<file path="config.mk">
export PLATFORM = sky130hd
export DESIGN_NAME = compressor_start_warmup_control
export DESIGN_NICKNAME = d
export VERILOG_FILES = /design/src/sv/cswc_pkg.sv /design/src/sv/cswc_muldiv.sv /design/src/sv/compressor_start_warmup_control.sv
export VERILOG_INCLUDE_DIRS = /design/src /design/src/sv
export SDC_FILE = /design/constraint.sdc
export NUM_CORES = 1
export LEC_CHECK = 0
export BUFFER_PORTS_ARGS = -buffer_cell sky130_fd_sc_hd__buf_2
export CAP_MARGIN = 5
export CORE_UTILIZATION = 40
export DETAILED_ROUTE_END_ITERATION = 12
export PLACE_DENSITY = 0.6
export RECOVER_POWER = 100
export SLEW_MARGIN = 5
export SYNTH_ARGS = -nofsm -noshare
export SYNTH_HDL_FRONTEND = slang
export SYNTH_SLANG_ARGS = --single-unit
export TNS_END_PERCENT = 5
</file>
<file path="constraint.sdc">
create_clock -name clk_i -period 7 [get_ports clk_i]
set_input_delay 0 -clock clk_i [delete_from_list [all_inputs] [get_ports clk_i]]
set_output_delay 0 -clock clk_i [all_outputs]
set_load 0.05 [all_outputs]
</file>
<file path="src/sv/compressor_start_warmup_control_assert.svh">
// ----------------------------------------------------------------------------
// compressor start/warm-up control assertion macros
// wraps concurrent assertions so that synthesis sees nothing
// ----------------------------------------------------------------------------
`ifndef COMPRESSOR_START_WARMUP_CONTROL_ASSERT_SVH
`define COMPRESSOR_START_WARMUP_CONTROL_ASSERT_SVH
`ifndef SYNTHESIS
// checked at every clock edge while out of reset
`define CSWC_ASSERT(label, clk, rstn, prop) \
  label: assert property (@(posedge clk) disable iff (!rstn) prop) \
    else $error("cswc assertion failed");
// checked at every clock edge, reset included
`define CSWC_ASSERT_ALWAYS(label, clk, prop) \
  label: assert property (@(posedge clk) prop) \
    else $error("cswc assertion failed");
`else
`define CSWC_ASSERT(label, clk, rstn, prop)
`define CSWC_ASSERT_ALWAYS(label, clk, prop)
`endif
`endif

</file>
<file path="src/sv/cswc_pkg.sv">
// ----------------------------------------------------------------------------
// cswc_pkg
// shared types and constants of the compressor start/warm-up control
// ----------------------------------------------------------------------------
package cswc_pkg;

  // operating modes as reported on the result
  localparam logic [1:0] MODE_IDLE   = 2'd0;
  localparam logic [1:0] MODE_WARMUP = 2'd1;
  localparam logic [1:0] MODE_RUN    = 2'd2;
  localparam logic [1:0] MODE_STOP   = 2'd3;

  // configuration register indexes
  localparam int unsigned CFG_IDX_W = 3;
  localparam logic [CFG_IDX_W-1:0] CFG_SET_TEMP     = 3'd0;
  localparam logic [CFG_IDX_W-1:0] CFG_DELTA_LOW    = 3'd1;
  localparam logic [CFG_IDX_W-1:0] CFG_DELTA_HIGH   = 3'd2;
  localparam logic [CFG_IDX_W-1:0] CFG_FREQ_FULL    = 3'd3;
  localparam logic [CFG_IDX_W-1:0] CFG_FREQ_FLOOR   = 3'd4;
  localparam logic [CFG_IDX_W-1:0] CFG_WARMUP_TICKS = 3'd5;
  localparam int unsigned CFG_DATA_W = 16;

  // register reset values
  localparam logic signed [11:0] RST_SET_TEMP   = 12'sd40;
  localparam logic signed [10:0] RST_DELTA_LOW  = 11'sd0;
  localparam logic signed [10:0] RST_DELTA_HIGH = 11'sd50;
  localparam logic [10:0]        RST_FREQ_FULL  = 11'd1250;
  localparam logic [10:0]        RST_FREQ_FLOOR = 11'd200;
  localparam logic [15:0]        RST_WARMUP     = 16'd300;

  // serial arithmetic sizes
  localparam int unsigned MUL_W  = 11;          // multiplier bits, one per cycle
  localparam int unsigned DIV_W  = 2 * MUL_W;   // dividend bits, one per cycle
  localparam int unsigned SPAN_W = 12;          // divisor width
  localparam int unsigned CNT_W  = $clog2(DIV_W);

  typedef struct packed {
    logic              system_on;
    logic              alarm_active;
    logic signed [11:0] cabinet_temp;
  } in_item_t;

  typedef struct packed {
    logic              relay_on;
    logic              warmup_done;
    logic              warmup_done_pulse;
    logic [10:0]       frequency;
    logic signed [11:0] temp_excess;
    logic [1:0]        mode;
  } out_item_t;

endpackage

</file>
<file path="src/sv/cswc_muldiv.sv">
// ----------------------------------------------------------------------------
// cswc_muldiv
// bit-serial multiply (a * b) followed by restoring divide by span
// ----------------------------------------------------------------------------
`include "compressor_start_warmup_control_assert.svh"

module cswc_muldiv (
  input  logic                            clk_i,
  input  logic                            rst_ni,
  input  logic                            start_i,
  input  logic [cswc_pkg::MUL_W-1:0]      a_i,
  input  logic [cswc_pkg::MUL_W-1:0]      b_i,
  input  logic [cswc_pkg::SPAN_W-1:0]     span_i,
  output logic                            done_o,
  output logic [cswc_pkg::MUL_W-1:0]      quo_o
);

  localparam logic [cswc_pkg::CNT_W-1:0] MUL_LAST = cswc_pkg::CNT_W'(cswc_pkg::MUL_W - 1);
  localparam logic [cswc_pkg::CNT_W-1:0] DIV_LAST = cswc_pkg::CNT_W'(cswc_pkg::DIV_W - 1);

  logic                          busy_q, busy_d;
  logic                          div_q, div_d;
  logic                          done_q, done_d;
  logic [cswc_pkg::CNT_W-1:0]    cnt_q, cnt_d;
  logic [cswc_pkg::MUL_W-1:0]    a_q, a_d;
  logic [cswc_pkg::MUL_W-1:0]    b_q, b_d;
  logic [cswc_pkg::SPAN_W-1:0]   span_q, span_d;
  logic [cswc_pkg::DIV_W-1:0]    acc_q, acc_d;
  logic [cswc_pkg::SPAN_W-1:0]   rem_q, rem_d;
  logic [cswc_pkg::SPAN_W:0]     rem_sh;
  logic                          qbit;

  always_comb begin
    busy_d = busy_q;
    div_d  = div_q;
    done_d = 1'b0;
    cnt_d  = cnt_q;
    a_d    = a_q;
    b_d    = b_q;
    span_d = span_q;
    acc_d  = acc_q;
    rem_d  = rem_q;
    rem_sh = {rem_q, acc_q[cswc_pkg::DIV_W-1]};
    qbit   = (rem_sh >= {1'b0, span_q});
    if (start_i) begin
      busy_d = 1'b1;
      div_d  = 1'b0;
      cnt_d  = '0;
      a_d    = a_i;
      b_d    = b_i;
      span_d = span_i;
      acc_d  = '0;
      rem_d  = '0;
    end else if (busy_q && !div_q) begin
      // multiplier msb first: acc = 2*acc + bit*a
      acc_d = {acc_q[cswc_pkg::DIV_W-2:0], 1'b0}
            + (b_q[cswc_pkg::MUL_W-1] ? cswc_pkg::DIV_W'(a_q) : '0);
      b_d   = {b_q[cswc_pkg::MUL_W-2:0], 1'b0};
      cnt_d = cnt_q + 1'b1;
      if (cnt_q == MUL_LAST) begin
        div_d = 1'b1;
        cnt_d = '0;
      end
    end else if (busy_q) begin
      // one quotient bit per cycle, shifted into the dividend register
      rem_d = qbit ? cswc_pkg::SPAN_W'(rem_sh - {1'b0, span_q})
                   : rem_sh[cswc_pkg::SPAN_W-1:0];
      acc_d = {acc_q[cswc_pkg::DIV_W-2:0], qbit};
      cnt_d = cnt_q + 1'b1;
      if (cnt_q == DIV_LAST) begin
        busy_d = 1'b0;
        done_d = 1'b1;
      end
    end
  end

  always_ff @(posedge clk_i or negedge rst_ni) begin
    if (!rst_ni) begin
      busy_q <= 1'b0;
      div_q  <= 1'b0;
      done_q <= 1'b0;
      cnt_q  <= '0;
    end else begin
      busy_q <= busy_d;
      div_q  <= div_d;
      done_q <= done_d;
      cnt_q  <= cnt_d;
    end
  end

  always_ff @(posedge clk_i) begin
    a_q    <= a_d;
    b_q    <= b_d;
    span_q <= span_d;
    acc_q  <= acc_d;
    rem_q  <= rem_d;
  end

  assign done_o = done_q;
  assign quo_o  = acc_q[cswc_pkg::MUL_W-1:0];

  `CSWC_ASSERT(a_md_no_restart, clk_i, rst_ni, start_i |-> !busy_q)
  `CSWC_ASSERT(a_md_done_single, clk_i, rst_ni, done_q |=> !done_q)
  `CSWC_ASSERT(a_md_quo_fits, clk_i, rst_ni,
    done_q |-> (acc_q[cswc_pkg::DIV_W-1:cswc_pkg::MUL_W] == '0))

endmodule

</file>
<file path="src/sv/compressor_start_warmup_control.sv">
// ----------------------------------------------------------------------------
// compressor_start_warmup_control
// start, warm-up and run control of a compressor with frequency interpolation
// ----------------------------------------------------------------------------
// usage:
//   input channel carries one control tick per transaction (system_on,
//   alarm_active, cabinet_temp); output channel returns exactly one result
//   transaction per tick with relay, warm-up flags, frequency, excess and mode.
//   both channels: transaction at a clock edge with valid high and stall low.
//   configuration is a plain write port (index, data), to be written only when
//   idle by the user; the block itself does not enforce this.
// sequencing: a tick that needs no interpolation goes straight to the done
//   phase; a running tick between the two thresholds first passes the calc
//   phase, where the muldiv unit runs a serial multiply, then a restoring
//   divide. one tick is worked on at a time: the input stalls until its
//   result has moved into the output register.
// reset: mode idle, relay off, counters and stored frequency/excess zero,
//   registers at their documented defaults, output channel empty.
// output stall: a finished result sits in the output register; the next tick
//   is already taken while it waits, and its result is held back until the
//   output register frees.
// ----------------------------------------------------------------------------
`include "compressor_start_warmup_control_assert.svh"

module compressor_start_warmup_control (
  input  logic                               clk_i,
  input  logic                               rst_ni,
  // tick input channel
  input  logic                               in_valid_i,
  output logic                               in_stall_o,
  input  cswc_pkg::in_item_t                 in_data_i,
  // result output channel
  output logic                               out_valid_o,
  input  logic                               out_stall_i,
  output cswc_pkg::out_item_t                out_data_o,
  // configuration write port
  input  logic                               cfg_we_i,
  input  logic [cswc_pkg::CFG_IDX_W-1:0]     cfg_idx_i,
  input  logic [cswc_pkg::CFG_DATA_W-1:0]    cfg_wdata_i
);

  // control phases
  localparam logic [1:0] PH_IDLE = 2'd0;  // ready for a tick
  localparam logic [1:0] PH_CALC = 2'd1;  // interpolation running
  localparam logic [1:0] PH_DONE = 2'd2;  // result ready for the output register

  // configuration registers
  logic signed [11:0] set_temp_q;
  logic signed [10:0] dlow_q;
  logic signed [10:0] dhigh_q;
  logic [10:0]        ffull_q;
  logic [10:0]        ffloor_q;
  logic [15:0]        wticks_q;

  // control state
  logic [1:0]         phase_q, phase_d;
  logic [1:0]         mode_q, mode_d;
  logic [15:0]        wcnt_q, wcnt_d;
  logic [10:0]        freq_q, freq_d;
  logic signed [11:0] excess_q, excess_d;
  logic               relay_q, relay_d;
  logic               warm_q, warm_d;
  logic               pulse_q, pulse_d;
  logic               neg_q, neg_d;

  // output register
  logic               out_valid_q, out_valid_d;
  cswc_pkg::out_item_t out_q, out_d;

  // datapath
  logic               in_accept;
  logic               out_free;
  logic signed [12:0] diff;          // cabinet minus set, exact
  logic               ge_high;
  logic               le_low;
  logic signed [12:0] over_low;      // excess above delta_low
  logic signed [11:0] span;
  logic signed [11:0] fdiff;         // full minus floor
  logic [10:0]        fmag;
  logic [15:0]        wcnt_inc;
  logic               md_start;
  logic               md_done;
  logic [10:0]        md_quo;
  logic signed [11:0] qsigned;
  logic signed [11:0] fnew;

  assign in_stall_o = (phase_q != PH_IDLE);
  assign in_accept  = in_valid_i && !in_stall_o;
  assign out_free   = !out_valid_q || !out_stall_i;

  // ---------------------------------------------------------------------------
  // configuration writes
  // ---------------------------------------------------------------------------
  always_ff @(posedge clk_i or negedge rst_ni) begin
    if (!rst_ni) begin
      set_temp_q <= cswc_pkg::RST_SET_TEMP;
      dlow_q     <= cswc_pkg::RST_DELTA_LOW;
      dhigh_q    <= cswc_pkg::RST_DELTA_HIGH;
      ffull_q    <= cswc_pkg::RST_FREQ_FULL;
      ffloor_q   <= cswc_pkg::RST_FREQ_FLOOR;
      wticks_q   <= cswc_pkg::RST_WARMUP;
    end else if (cfg_we_i) begin
      unique case (cfg_idx_i)
        cswc_pkg::CFG_SET_TEMP:     set_temp_q <= cfg_wdata_i[11:0];
        cswc_pkg::CFG_DELTA_LOW:    dlow_q     <= cfg_wdata_i[10:0];
        cswc_pkg::CFG_DELTA_HIGH:   dhigh_q    <= cfg_wdata_i[10:0];
        cswc_pkg::CFG_FREQ_FULL:    ffull_q    <= cfg_wdata_i[10:0];
        cswc_pkg::CFG_FREQ_FLOOR:   ffloor_q   <= cfg_wdata_i[10:0];
        cswc_pkg::CFG_WARMUP_TICKS: wticks_q   <= cfg_wdata_i;
        default: ;  // unused indexes are ignored
      endcase
    end
  end

  // ---------------------------------------------------------------------------
  // regulation datapath, evaluated on the accepted tick
  // ---------------------------------------------------------------------------
  assign diff     = 13'(in_data_i.cabinet_temp) - 13'(set_temp_q);
  assign ge_high  = (diff >= 13'(dhigh_q));
  assign le_low   = (diff <= 13'(dlow_q));
  assign over_low = diff - 13'(dlow_q);
  assign span     = 12'(dhigh_q) - 12'(dlow_q);
  assign fdiff    = $signed({1'b0, ffull_q}) - $signed({1'b0, ffloor_q});
  assign fmag     = fdiff[11] ? 11'(-fdiff) : fdiff[10:0];
  assign wcnt_inc = (wcnt_q == 16'hFFFF) ? wcnt_q : wcnt_q + 16'd1;

  // quotient carries the sign of full minus floor (truncation toward zero)
  assign qsigned = neg_q ? -$signed({1'b0, md_quo}) : $signed({1'b0, md_quo});
  assign fnew    = $signed({1'b0, ffloor_q}) + qsigned;

  // ---------------------------------------------------------------------------
  // mode machine and result sequencing
  // ---------------------------------------------------------------------------
  always_comb begin
    phase_d     = phase_q;
    mode_d      = mode_q;
    wcnt_d      = wcnt_q;
    freq_d      = freq_q;
    excess_d    = excess_q;
    relay_d     = relay_q;
    warm_d      = warm_q;
    pulse_d     = pulse_q;
    neg_d       = neg_q;
    md_start    = 1'b0;
    out_valid_d = out_valid_q && out_stall_i;
    out_d       = out_q;

    unique case (phase_q)
      PH_IDLE: begin
        if (in_accept) begin
          pulse_d = 1'b0;
          phase_d = PH_DONE;
          unique case (mode_q)
            cswc_pkg::MODE_IDLE: begin
              if (in_data_i.system_on && !in_data_i.alarm_active) begin
                mode_d  = cswc_pkg::MODE_WARMUP;
                wcnt_d  = '0;
                relay_d = 1'b1;
                warm_d  = 1'b0;
                freq_d  = ffull_q;
              end
            end
            cswc_pkg::MODE_WARMUP: begin
              if (in_data_i.alarm_active) begin
                relay_d = 1'b0;
                mode_d  = cswc_pkg::MODE_STOP;
              end else begin
                wcnt_d = wcnt_inc;
                if (wcnt_inc >= wticks_q) begin
                  warm_d  = 1'b1;
                  pulse_d = 1'b1;
                  mode_d  = cswc_pkg::MODE_RUN;
                end
              end
            end
            cswc_pkg::MODE_RUN: begin
              if (in_data_i.alarm_active || !in_data_i.system_on) begin
                relay_d = 1'b0;
                mode_d  = cswc_pkg::MODE_STOP;
              end else begin
                // reported excess saturates to twelve bits
                if (diff[12] != diff[11]) begin
                  excess_d = diff[12] ? 12'sh800 : 12'sh7FF;
                end else begin
                  excess_d = diff[11:0];
                end
                if (ge_high) begin
                  freq_d = ffull_q;
                end else if (le_low) begin
                  freq_d = ffloor_q;
                end else begin
                  // strictly between thresholds: interpolate serially
                  neg_d    = fdiff[11];
                  md_start = 1'b1;
                  phase_d  = PH_CALC;
                end
              end
            end
            default: begin
              // stopped: hold outputs off until the alarm clears
              relay_d = 1'b0;
              warm_d  = 1'b0;
              if (!in_data_i.alarm_active) begin
                mode_d = cswc_pkg::MODE_IDLE;
              end
            end
          endcase
        end
      end
      PH_CALC: begin
        if (md_done) begin
          freq_d  = fnew[10:0];
          phase_d = PH_DONE;
        end
      end
      PH_DONE: begin
        if (out_free) begin
          out_valid_d                 = 1'b1;
          out_d.relay_on              = relay_q;
          out_d.warmup_done           = warm_q;
          out_d.warmup_done_pulse     = pulse_q;
          out_d.frequency             = freq_q;
          out_d.temp_excess           = excess_q;
          out_d.mode                  = mode_q;
          phase_d                     = PH_IDLE;
        end
      end
      default: phase_d = PH_IDLE;
    endcase
  end

  always_ff @(posedge clk_i or negedge rst_ni) begin
    if (!rst_ni) begin
      phase_q     <= PH_IDLE;
      mode_q      <= cswc_pkg::MODE_IDLE;
      wcnt_q      <= '0;
      freq_q      <= '0;
      excess_q    <= '0;
      relay_q     <= 1'b0;
      warm_q      <= 1'b0;
      pulse_q     <= 1'b0;
      out_valid_q <= 1'b0;
    end else begin
      phase_q     <= phase_d;
      mode_q      <= mode_d;
      wcnt_q      <= wcnt_d;
      freq_q      <= freq_d;
      excess_q    <= excess_d;
      relay_q     <= relay_d;
      warm_q      <= warm_d;
      pulse_q     <= pulse_d;
      out_valid_q <= out_valid_d;
    end
  end

  // payload only
  always_ff @(posedge clk_i) begin
    neg_q <= neg_d;
    out_q <= out_d;
  end

  // serial multiply/divide unit: |full - floor| * (excess - delta_low) / span
  cswc_muldiv u_muldiv (
    .clk_i  (clk_i),
    .rst_ni (rst_ni),
    .start_i(md_start),
    .a_i    (fmag),
    .b_i    (over_low[10:0]),
    .span_i (span),
    .done_o (md_done),
    .quo_o  (md_quo)
  );

  assign out_valid_o = out_valid_q;
  assign out_data_o  = out_q;

  `CSWC_ASSERT(a_relay_mode, clk_i, rst_ni,
    relay_q |-> (mode_q == cswc_pkg::MODE_WARMUP || mode_q == cswc_pkg::MODE_RUN))
  `CSWC_ASSERT(a_calc_in_run, clk_i, rst_ni,
    (phase_q == PH_CALC) |-> (mode_q == cswc_pkg::MODE_RUN))
  `CSWC_ASSERT(a_done_in_calc, clk_i, rst_ni, md_done |-> (phase_q == PH_CALC))
  `CSWC_ASSERT_ALWAYS(a_pulse_run, clk_i,
    (out_valid_q && out_q.warmup_done_pulse) |->
      (out_q.mode == cswc_pkg::MODE_RUN && out_q.warmup_done))

endmodule
</file>
After elaboration in Yosys (flattened, before gate mapping)
Cells that the tools add are included.
{"block": "word_totals", "reg_bits": 224, "latch_bits": 0, "ramBits": 0, "mem_bits_ro": 0, "in_bits": 38, "out_inout_bits": 30, "n_memories": 0}
{"block": "op_classes", "add_sub_neg": 11, "mul": 0, "div": 0, "order_cmp": 4, "eq_ne": 28, "shift": 0, "mux": 70, "n_bitwise": 5, "n_reduce_logical": 40}
{"op": "2-to-1 mux 11 bit", "n": 11}
{"op": "2-to-1 mux 16 bit", "n": 3}
{"op": "2-to-1 mux 22 bit", "n": 2}
{"op": "case mux 11 bit (2 select lines)", "n": 2}
{"op": "2-to-1 mux 12 bit", "n": 3}
{"op": "case mux 16 bit (2 select lines)", "n": 1}
{"op": "2-to-1 mux 1 bit", "n": 28}
{"op": "2-to-1 mux 2 bit", "n": 12}
{"op": "subtractor 11 x 11 -> 12 bit", "n": 2}
{"op": "adder 22 bit", "n": 1}
{"op": "negation 11 bit", "n": 2}
{"op": "2-to-1 mux 5 bit", "n": 4}
{"op": "AND reduction 2 bit", "n": 10}
{"op": "AND reduction 6 bit", "n": 3}
{"op": "adder 16 x 1 -> 16 bit (second input constant)", "n": 1}
{"op": "equality test 16 bit (second input constant)", "n": 1}
{"op": ">= comparator 16 bit", "n": 1}
{"op": "!= test 2 bit (second input constant)", "n": 8}
{"op": ">= comparator 13 x 11 -> 1 bit", "n": 1}
{"op": ">= comparator 13 x 12 -> 1 bit", "n": 1}
{"op": "less-or-equal comparator 13 x 11 -> 1 bit", "n": 1}
{"op": "subtractor 12 x 12 -> 13 bit", "n": 1}
{"op": "case mux 2 bit (3 select lines)", "n": 2}
{"op": "nonzero test 2 bit", "n": 6}
{"op": "other kinds (29)", "n": 51}

Depth between registers and ports, before layout
Gate-level depths: netlist (run 1).
{"block": "depth", "ltp_word": 10, "depth_mapped": 20, "depth_no_buf": 18}

Cells and area by module
Synthesis (run 1) repeated with hierarchy kept, for this count alone.
{"block": "hier_totals", "cells_unflattened": 1459, "hier_area_um2": 14163.6}
{"mod": "compressor_start_warmup_control", "instances": 1, "cells_each": 1010, "area_each_um2": 9715.6, "seq_area_each_um2": 3870.0}
{"mod": "cswc_muldiv", "instances": 1, "cells_each": 449, "area_each_um2": 4448.0, "seq_area_each_um2": 1901.8}

Worst setup path before layout (run 1)
No wires, ideal clock.
{"block": "synth_path", "path_kind": "register -> register", "from": "register set_temp_q[3]", "to": "register u_muldiv.b_q[0] (netlist name) (enable)", "t_arrival_ps": 3822, "t_required_ps": 6721, "path_slack_ps": 2899, "stages_incl_launch_ff": 17, "n_path_buf": 1, "period_less_slack_ps": 4101, "cell_sequence": "dfstp_2 inv_1 ha_1 o21a_1 o31a_1 o211ai_1 nand2_1 a221oi_1 xnor2_1 ha_1 a21o_1 a2111oi_2 a221o_1 a21oi_2 and4_1 buf_2 or2_2"}
{"block": "synth_between", "elab_chain_len": 9, "elab_cells_between_ends": 10}
{"element": "start: declaration", "line": "compressor_start_warmup_control.sv:48", "rtl": "logic signed [11:0] set_temp_q;"}
{"element": "start signal: assignment", "line": "compressor_start_warmup_control.sv:96", "rtl": "set_temp_q <= cswc_pkg::RST_SET_TEMP;"}
{"element": "start signal: assignment", "line": "compressor_start_warmup_control.sv:104", "rtl": "cswc_pkg::CFG_SET_TEMP: set_temp_q <= cfg_wdata_i[11:0];"}
{"element": "subtractor 12 x 12 -> 13 bit (*)", "line": "compressor_start_warmup_control.sv:118", "rtl": "assign diff = 13'(in_data_i.cabinet_temp) - 13'(set_temp_q);"}
{"element": "less-or-equal comparator 13 x 11 -> 1 bit", "line": "compressor_start_warmup_control.sv:120", "rtl": "assign le_low = (diff <= 13'(dlow_q));"}
{"element": "2-to-1 mux 1 bit", "line": "compressor_start_warmup_control.sv:189", "rtl": "end else if (le_low) begin"}
{"element": "2-to-1 mux 1 bit (*)", "line": "compressor_start_warmup_control.sv:187", "rtl": "if (ge_high) begin"}
{"element": "2-to-1 mux 1 bit (*)", "line": "compressor_start_warmup_control.sv:177", "rtl": "if (in_data_i.alarm_active || !in_data_i.system_on) begin"}
{"element": "2-to-1 mux 1 bit (*)", "line": "compressor_start_warmup_control.sv:153", "rtl": "unique case (mode_q)"}
{"element": "2-to-1 mux 1 bit (*)", "line": "compressor_start_warmup_control.sv:150", "rtl": "if (in_accept) begin"}
{"element": "2-to-1 mux 1 bit (*)", "line": "compressor_start_warmup_control.sv:148", "rtl": "unique case (phase_q)"}
{"element": "nonzero test 2 bit (no source line) (*)"}
{"element": "end signal: assignment", "line": "cswc_muldiv.sv:93", "rtl": "b_q <= b_d;"}
{"element": "end: declaration", "line": "cswc_muldiv.sv:26", "rtl": "logic [cswc_pkg::MUL_W-1:0] b_q, b_d;"}
Every way passes the cells marked *; elsewhere a longest branch is shown, timed or not.
A chain may end at the register's enable or synchronous reset.

Final worst setup path (run 1)
{"block": "layout_path", "from": "register set_temp_q[3]", "to": "register u_muldiv.b_q[1] (netlist name), data pin"}
{"block": "layout_between", "elab_chain_len": 9, "elab_cells_between_ends": 10}
{"element": "subtractor 12 x 12 -> 13 bit (*)", "line": "compressor_start_warmup_control.sv:118"}
{"element": "less-or-equal comparator 13 x 11 -> 1 bit", "line": "compressor_start_warmup_control.sv:120"}
{"element": "2-to-1 mux 1 bit", "line": "compressor_start_warmup_control.sv:189"}
{"element": "2-to-1 mux 1 bit (*)", "line": "compressor_start_warmup_control.sv:187"}
{"element": "2-to-1 mux 1 bit (*)", "line": "compressor_start_warmup_control.sv:177"}
{"element": "2-to-1 mux 1 bit (*)", "line": "compressor_start_warmup_control.sv:153"}
{"element": "2-to-1 mux 1 bit (*)", "line": "compressor_start_warmup_control.sv:150"}
{"element": "2-to-1 mux 1 bit (*)", "line": "compressor_start_warmup_control.sv:148"}
{"element": "2-to-1 mux 11 bit (*)", "line": "cswc_muldiv.sv:45", "rtl": "if (start_i) begin"}
{"element": "via u_muldiv.b_d (one bit)", "line": "cswc_muldiv.sv:26"}
Mark *: on every way through the listed nets, which the timed path passes. The rest lies on a longest branch.

==> results of run 1 <==
[cell type report]
type	count	area (sq um)	share of cell area, %
multi-input cells	1050	7480	47.7
inverters	112	420	2.68
well taps	448	561	3.57
repair buffers	98	581	3.70
flip-flops and latches	224	5770	36.8
clock inverters	9	143	0.909
clock buffers	40	734	4.68
[report_power, final]
part	internal, W	leakage [nW]	switching [W]
clock network	0.000868	0.425	0.000547
logic	0.00122	3.81	0.00174
registers	0.00179	2.42	0.000299
[cells by family (layout without fill, tap and decap cells)]
group	Yosys count	in the layout
xor gates and xnor gates	97	97
DFF	224	224
muxes	80	80
and+or+nand+nor	428	428
adders and majority gates	127	127
AOI/OAI and AO/OA	318	318
buffers and inverters	155	259
[synth_stat cells, types with 17 or more instances]
master and number:
mux2i_1 26, nand2_1 132, inv_1 111, nor2_1 120, edfxtp_1 63, nand3_1 22
xnor2_1 68, xor2_1 29, o21ai_0 100, dfxtp_1 34, ha_1 120, nand2b_1 25
nor3_1 24, dfstp_2 17, a21oi_1 65, dfrtp_1 110, a211oi_1 26, nor2b_1 20
nand4_1 18, mux2_2 44, clkbuf_1 29
[metal layers]
| layer | wire, um | global-route usage (%) | up-vias | share of wire, % |
|---|---|---|---|---|
| met3 | 1160 | 2.31 | 48 | 3.6 |
| met4 | 705 | 4.34 | 0 | 2.2 |
| met2 | 14400 | 29.4 | 167 | 45 |
| met5 | 0 | 0 | - | 0 |
| li1 | - | - | 5243 | - |
| met1 | 15900 | 25.7 | 5053 | 49 |
[sequential cells by signal (all words and copies together), names as in the netlist, 2 cells and up]
signal           flops
mode_q               2
u_muldiv.acc_q      22
u_muldiv.b_q        11
wcnt_q              16
excess_q            12
ffull_q             11
u_muldiv.rem_q      12
out_data_o          28
u_muldiv.span_q     12
set_temp_q          12
u_muldiv.cnt_q       5
freq_q              11
u_muldiv.a_q        11
phase_q              2
wticks_q            16
ffloor_q            11
dhigh_q             11
dlow_q              11
[final timing paths]
path                                    start         endpoint  slack, ns  cells past startpoint
worst max-delay path            set_temp_q[3]  u_muldiv.b_q[1]       1.29                     17
worst min-delay path             cfg_idx_i[1]      ffloor_q[3]       0.03                      5
worst max register to register  set_temp_q[3]  u_muldiv.b_q[1]       1.29                     17
worst min register to register      freq_q[3]   out_data_o[17]       0.45                      0
max in group asynchronous              rst_ni       ffull_q[2]       2.42                      3
min in group asynchronous              rst_ni       wcnt_q[15]       1.55                      2
[worst max-delay path: cells and delay by family (launching register included)]
| kind | cells | cell delay (ns) |
|---|---|---|
| compound gates | 8 | 1.92 |
| fa+ha+maj | 2 | 0.62 |
| buf+inv | 3 | 0.61 |
| flops | 1 | 0.51 |
| mux | 1 | 0.38 |
| simple gates | 3 | 1.41 |
[per-stage QoR]
stage / util, % / power [W]
after floorplan: - / 0.00443
after global placement: 43.5 / 0.00506
after detailed placement: 43.5 / 0.00511
after CTS: 46.7 / 0.00658
after global routing: 46.3 / 0.00696
final: 46.3 / 0.00646
==> metrics.cfg, run 1 <==
[clock_network]
root_buffer = clkbuf_16
insertion_delay_ns = 0.53
hold_buffers = 22
cts_tree = yes
clk_path_buf_depth = 3
numCtsBuffers = 27
cts.sinks = 224
post_cts_resized = 0
post_cts_buffers = 0
clkTransAtPathRegs_ns = 0.06
cts_htree_levels = 1

[setup_path]
end_kind = flop
cp_slowest_cell = and4_1
crit_chain = inv_1 > ha_1 > o21a_1 > o31a_1 > o211ai_1 > nand2_1 > a221oi_1 > o21ai_0 > nand2_1 > ha_1 > inv_1 > a2111oi_0 > a221o_1 > a21oi_1 > and4_1 > buf_4 > mux2_2
cp-start-kind = flop
crit_path_max_fanout = 30
worstPathRequired_ns = 7.28
cp_slowest_stage_delay_ns = 1.13
crit_type = flop to flop
crit_arrival_ns = 5.99

[timing]
setup_viol = 0
timing.fmax_ghz = 0.175
fin_worst_skew_ns = 0.0121
hold_viol = 0
worst_pin_slew_ns = 4.34
rsz0062_at_grt = false
fin_ws_ns = 1.29
period_needed_ns = 5.71
finalSetupTns_ns = 0
report.final.slew_viol_count = 124
hold_ws_ns = 0.0332
fin_crit_sh_pct = 81.6
maxSlewHeadroom_pct = -190

[drt]
ant_nets = 0
dr.pass1.iters = 5
drt_iter0_drc = 593
vias = 10511
drt-total-wl_um = 32100
avgViaCountPerCell = 5.31
drc = 0
wire_per_inst_um = 16.2

[cells_and_area]
fill_cells = 3291
drive_gt1_share_pct = 10.0
final_cell_mix = nand2_1 (132), nor2_1 (120), ha_1 (120)
antenna_cells = 0
final_common_cell = nand2_1
syn_to_final_growth_pct = 12.6
finalNetCount = 1678
fin_area_sq_um = 15700
layout.cells.non_filler = 1981

[grt]
grt_max_degree = 78
grt_pass1_vias = 10175
grt_use_total_pct = 18.2
grt_pass1_wl_um = 52800
overflow = 0
antenna_found_initial = 0

[synth]
avgSynthCellArea_sq_um = 9.75
synth_fa_ha_area_share_pct = 11.8
netlist_instances = 1429
synth_mux_area_share_pct = 6.50
synth_seq_area_share_pct = 41.4
yosysWarnings = 0
async_reset_ff_share_pct = 56.7
synth_top_family_by_area = compound AO/OA/AOI/OAI gates
yosys.area.top_type_share_pct = 19.8
synth_top_flop_cell = dfrtp_1
synthSimpleGateAreaFrac_pct = 14.7
syn-num-nets = 1594
synth.area.top_cells = dfrtp_1 (20%), edfxtp_1 (14%), ha_1 (11%), dfxtp_1 (4.9%), xnor2_1 (4.3%)
synth_edf_count = 63
ys_seq_elements = 224
yosysUniqueCellTypes = 79
synthXorXnorAreaFrac_pct = 6.10
synth_top_area_cell = dfrtp_1
synth-compound-area-share_pct = 15.0
syn_area_sq_um = 13900

[placement]
hpwlAfterDp_um = 23500
dp_slack_ns = 1.83
post-place-cells = 1910
port_buffers = 67
dpl_cell_area_sq_um = 14700
finalWeightedCongestion = 0.876

[floorplan]
die_h_um = 189
die_w_um = 189
die-area_sq_um = 35600
io_pins = 68
initial_core_util_pct = 41.1
rows = 67
core_area_sq_um = 33900

[job]
cap_violations = 3

[power_and_ir_drop]
p_per_area_nw_per_um2 = 412
worst_ir_drop_vdd_uv = 255
p_leak_nw = 6.65

[worst_hold_path]
hold_class = input pin to flop

[outcome]
violations = max-capacitance violations, max-slew violations
status = finished with violations

Power figures use the tool's default switching activity.
==> run 2, diff against run 1 <==
clock period = 5.55 ns   (was 7 ns; I/O delays follow)
==> run 2 against run 1 <==
The flow still finishes with violations (max-capacitance violations, max-slew violations). Clock skew is 0.0082 ns higher. Die area unchanged. Wire length barely moved. Register-to-register slack worse by 0.61 ns. Maximum frequency rose by 17%. Cell area increased by 0.57%. Worst hold slack better by 0.019 ns. Flip-flop and latch count is the same. Utilization rose by 0.26 points.
==> metrics.cfg, run 2 (synthesis gave the netlist of run 1 again) <==
[timing]
timing.fmax_ghz = 0.205
report.final.slew_viol_count = 196
worst_pin_slew_ns = 3.06
period_needed_ns = 4.87
finalSetupTns_ns = 0
fin_worst_skew_ns = 0.0203
rsz0062_at_grt = false
fin_crit_sh_pct = 87.8
hold_viol = 0
hold_ws_ns = 0.0520
maxSlewHeadroom_pct = -104
setup_viol = 0

[cells_and_area]
fill_cells = 3263
finalNetCount = 1691
syn_to_final_growth_pct = 13.2
final_cell_mix = nand2_1 (132), nor2_1 (120), ha_1 (120)
drive_gt1_share_pct = 10.5
final_common_cell = nand2_1
largest_reg_flops = 28
final_util_pct = 46.6
antenna_cells = 0
layout.cells.non_filler = 1994

[job]
cap_violations = 6

[placement]
port_buffers = 67
post-place-cells = 1913
hpwlAfterDp_um = 23600
finalWeightedCongestion = 0.870

[grt]
grt_pass1_vias = 10170
use_met1_pct = 25.8
grt_pass1_wl_um = 52900
grt_util_met3_pct = 2.79
grtUsageMet2_pct = 29.5
grt_use_total_pct = 18.4
grt_max_degree = 54
overflow = 0
antenna_found_initial = 0
top_usage_layer = met2

[drt]
ant_nets = 0
wire_per_inst_um = 16.1
drt_iter0_drc = 568
avgViaCountPerCell = 5.25
dr.pass1.iters = 5
drt-total-wl_um = 32100
vias = 10464
drc = 0

[floorplan]
io_pins = 68
die_w_um = 189
die_h_um = 189
initial_core_util_pct = 41.1
rows = 67
die-area_sq_um = 35600
core_area_sq_um = 33900

[setup_path]
worstPathRequired_ns = 5.98
cp-start-kind = flop
crit_arrival_ns = 5.30
crit_path_max_fanout = 8
r2r_slack_ns = 0.68
reg2regPathDepth = 15
timing.rr.end = pulse_q
crit_type = flop to flop
end_kind = flop
timing.rr.start = wcnt_q[4]

[clock_network]
numCtsBuffers = 26
root_buffer = clkbuf_16
insertion_delay_ns = 0.54
cts_tree = yes
cts_htree_levels = 1
clk_path_buf_depth = 3
cts.sinks = 224
clkTransAtPathRegs_ns = 0.06
post_cts_resized = 0

[power_and_ir_drop]
p_total_w = 0.00810
worst_ir_drop_vdd_uv = 264
p_leak_nw = 6.68
p_per_area_nw_per_um2 = 513

[worst_hold_path]
min-delay-start = in_data_i[1]
hold_class = input pin to flop
min_delay_worst_endpoint = excess_q[1]
whs_path_depth = 5

[outcome]
violations = max-capacitance violations, max-slew violations
status = finished with violations

-- run 2: cell types whose count changed in the layout (fill, tap and decap cells not counted), moves of 2 or more --
| cell | delta |
|---|---|
| clkbuf_8 | +2 |
| dfstp_1 | -3 |
| a2111oi_0 | -2 |
| bufinv_16 | -2 |
| dfstp_2 | +3 |
| buf_4 | -2 |
| mux2_1 | -2 |
| clkinvlp_4 | +2 |
| dlygate4sd3_1 | +10 |
-- run 2: power breakdown --
group / internal, W / switching [W]
logic: 0.00156 / 0.00220
clock network: 0.000999 / 0.000700
registers: 0.00226 / 0.000381
-- run 2: how the worst max path moves through the flow --
stage                   from              end  slack [ns]  cells after the start
3_5_place_dp   set_temp_q[3]  u_muldiv.b_q[2]        0.89                     16
2_1_floorplan  set_temp_q[3]  u_muldiv.b_q[0]        1.45                     16
6_report           wcnt_q[4]          pulse_q        0.68                     15
4_1_cts        set_temp_q[3]  u_muldiv.b_q[2]        0.88                     16
3_3_place_gp   set_temp_q[3]  u_muldiv.b_q[2]        0.97                     16
5_1_grt        set_temp_q[3]  u_muldiv.b_q[2]        0.27                     16
-- run 2: repair_timing --
| item | CTS | global route |
|---|---|---|
| hold buffers | 33 | 0 |
| hold endpoints to repair | 135 | 0 |
| buffers inserted | 0 | 0 |
-- run 2: worst max-delay path, stage by stage (launching register included) --
cell and delay (ns):
dfrtp_1 0.47, nand4_1 0.23, nor4_1 0.75, nor2_1 0.20, and2_0 0.32, nor3b_1 0.23
xor2_1 0.17, ha_1 0.32, a21o_1 0.16, a21o_1 0.17, a211o_1 0.28, o211ai_1 0.10
a21oi_1 0.09, a211oi_1 0.58, o31ai_1 0.12, dlygate4sd3_1 0.57
-- run 2: metrics by stage --
stage	setup slack [ns]	area, sq um
2_1_floorplan	1.45	13900
3_3_place_gp	0.969	14800
3_5_place_dp	0.890	14800
4_1_cts	0.879	15900
5_1_grt	0.274	15800
6_report	0.679	15800
-- run 2: area by class of cell --
class	instances	area (sq um)	area share, %
Sequential cell	224	5770	36.6
Inverter	112	420	2.66
Clock buffer	36	718	4.55
Timing Repair Buffer	112	688	4.36
Multi-Input combinational cell	1050	7490	47.5
Tap cell	448	561	3.55
Clock inverter	12	128	0.809
-- run 2: per-layer routing --
metal  vias up  share of wire [%]
met3        48                3.8
met1      4978                 49
met4         0                2.5
li1       5265                  -
met2       173                 45
met5         -                  0
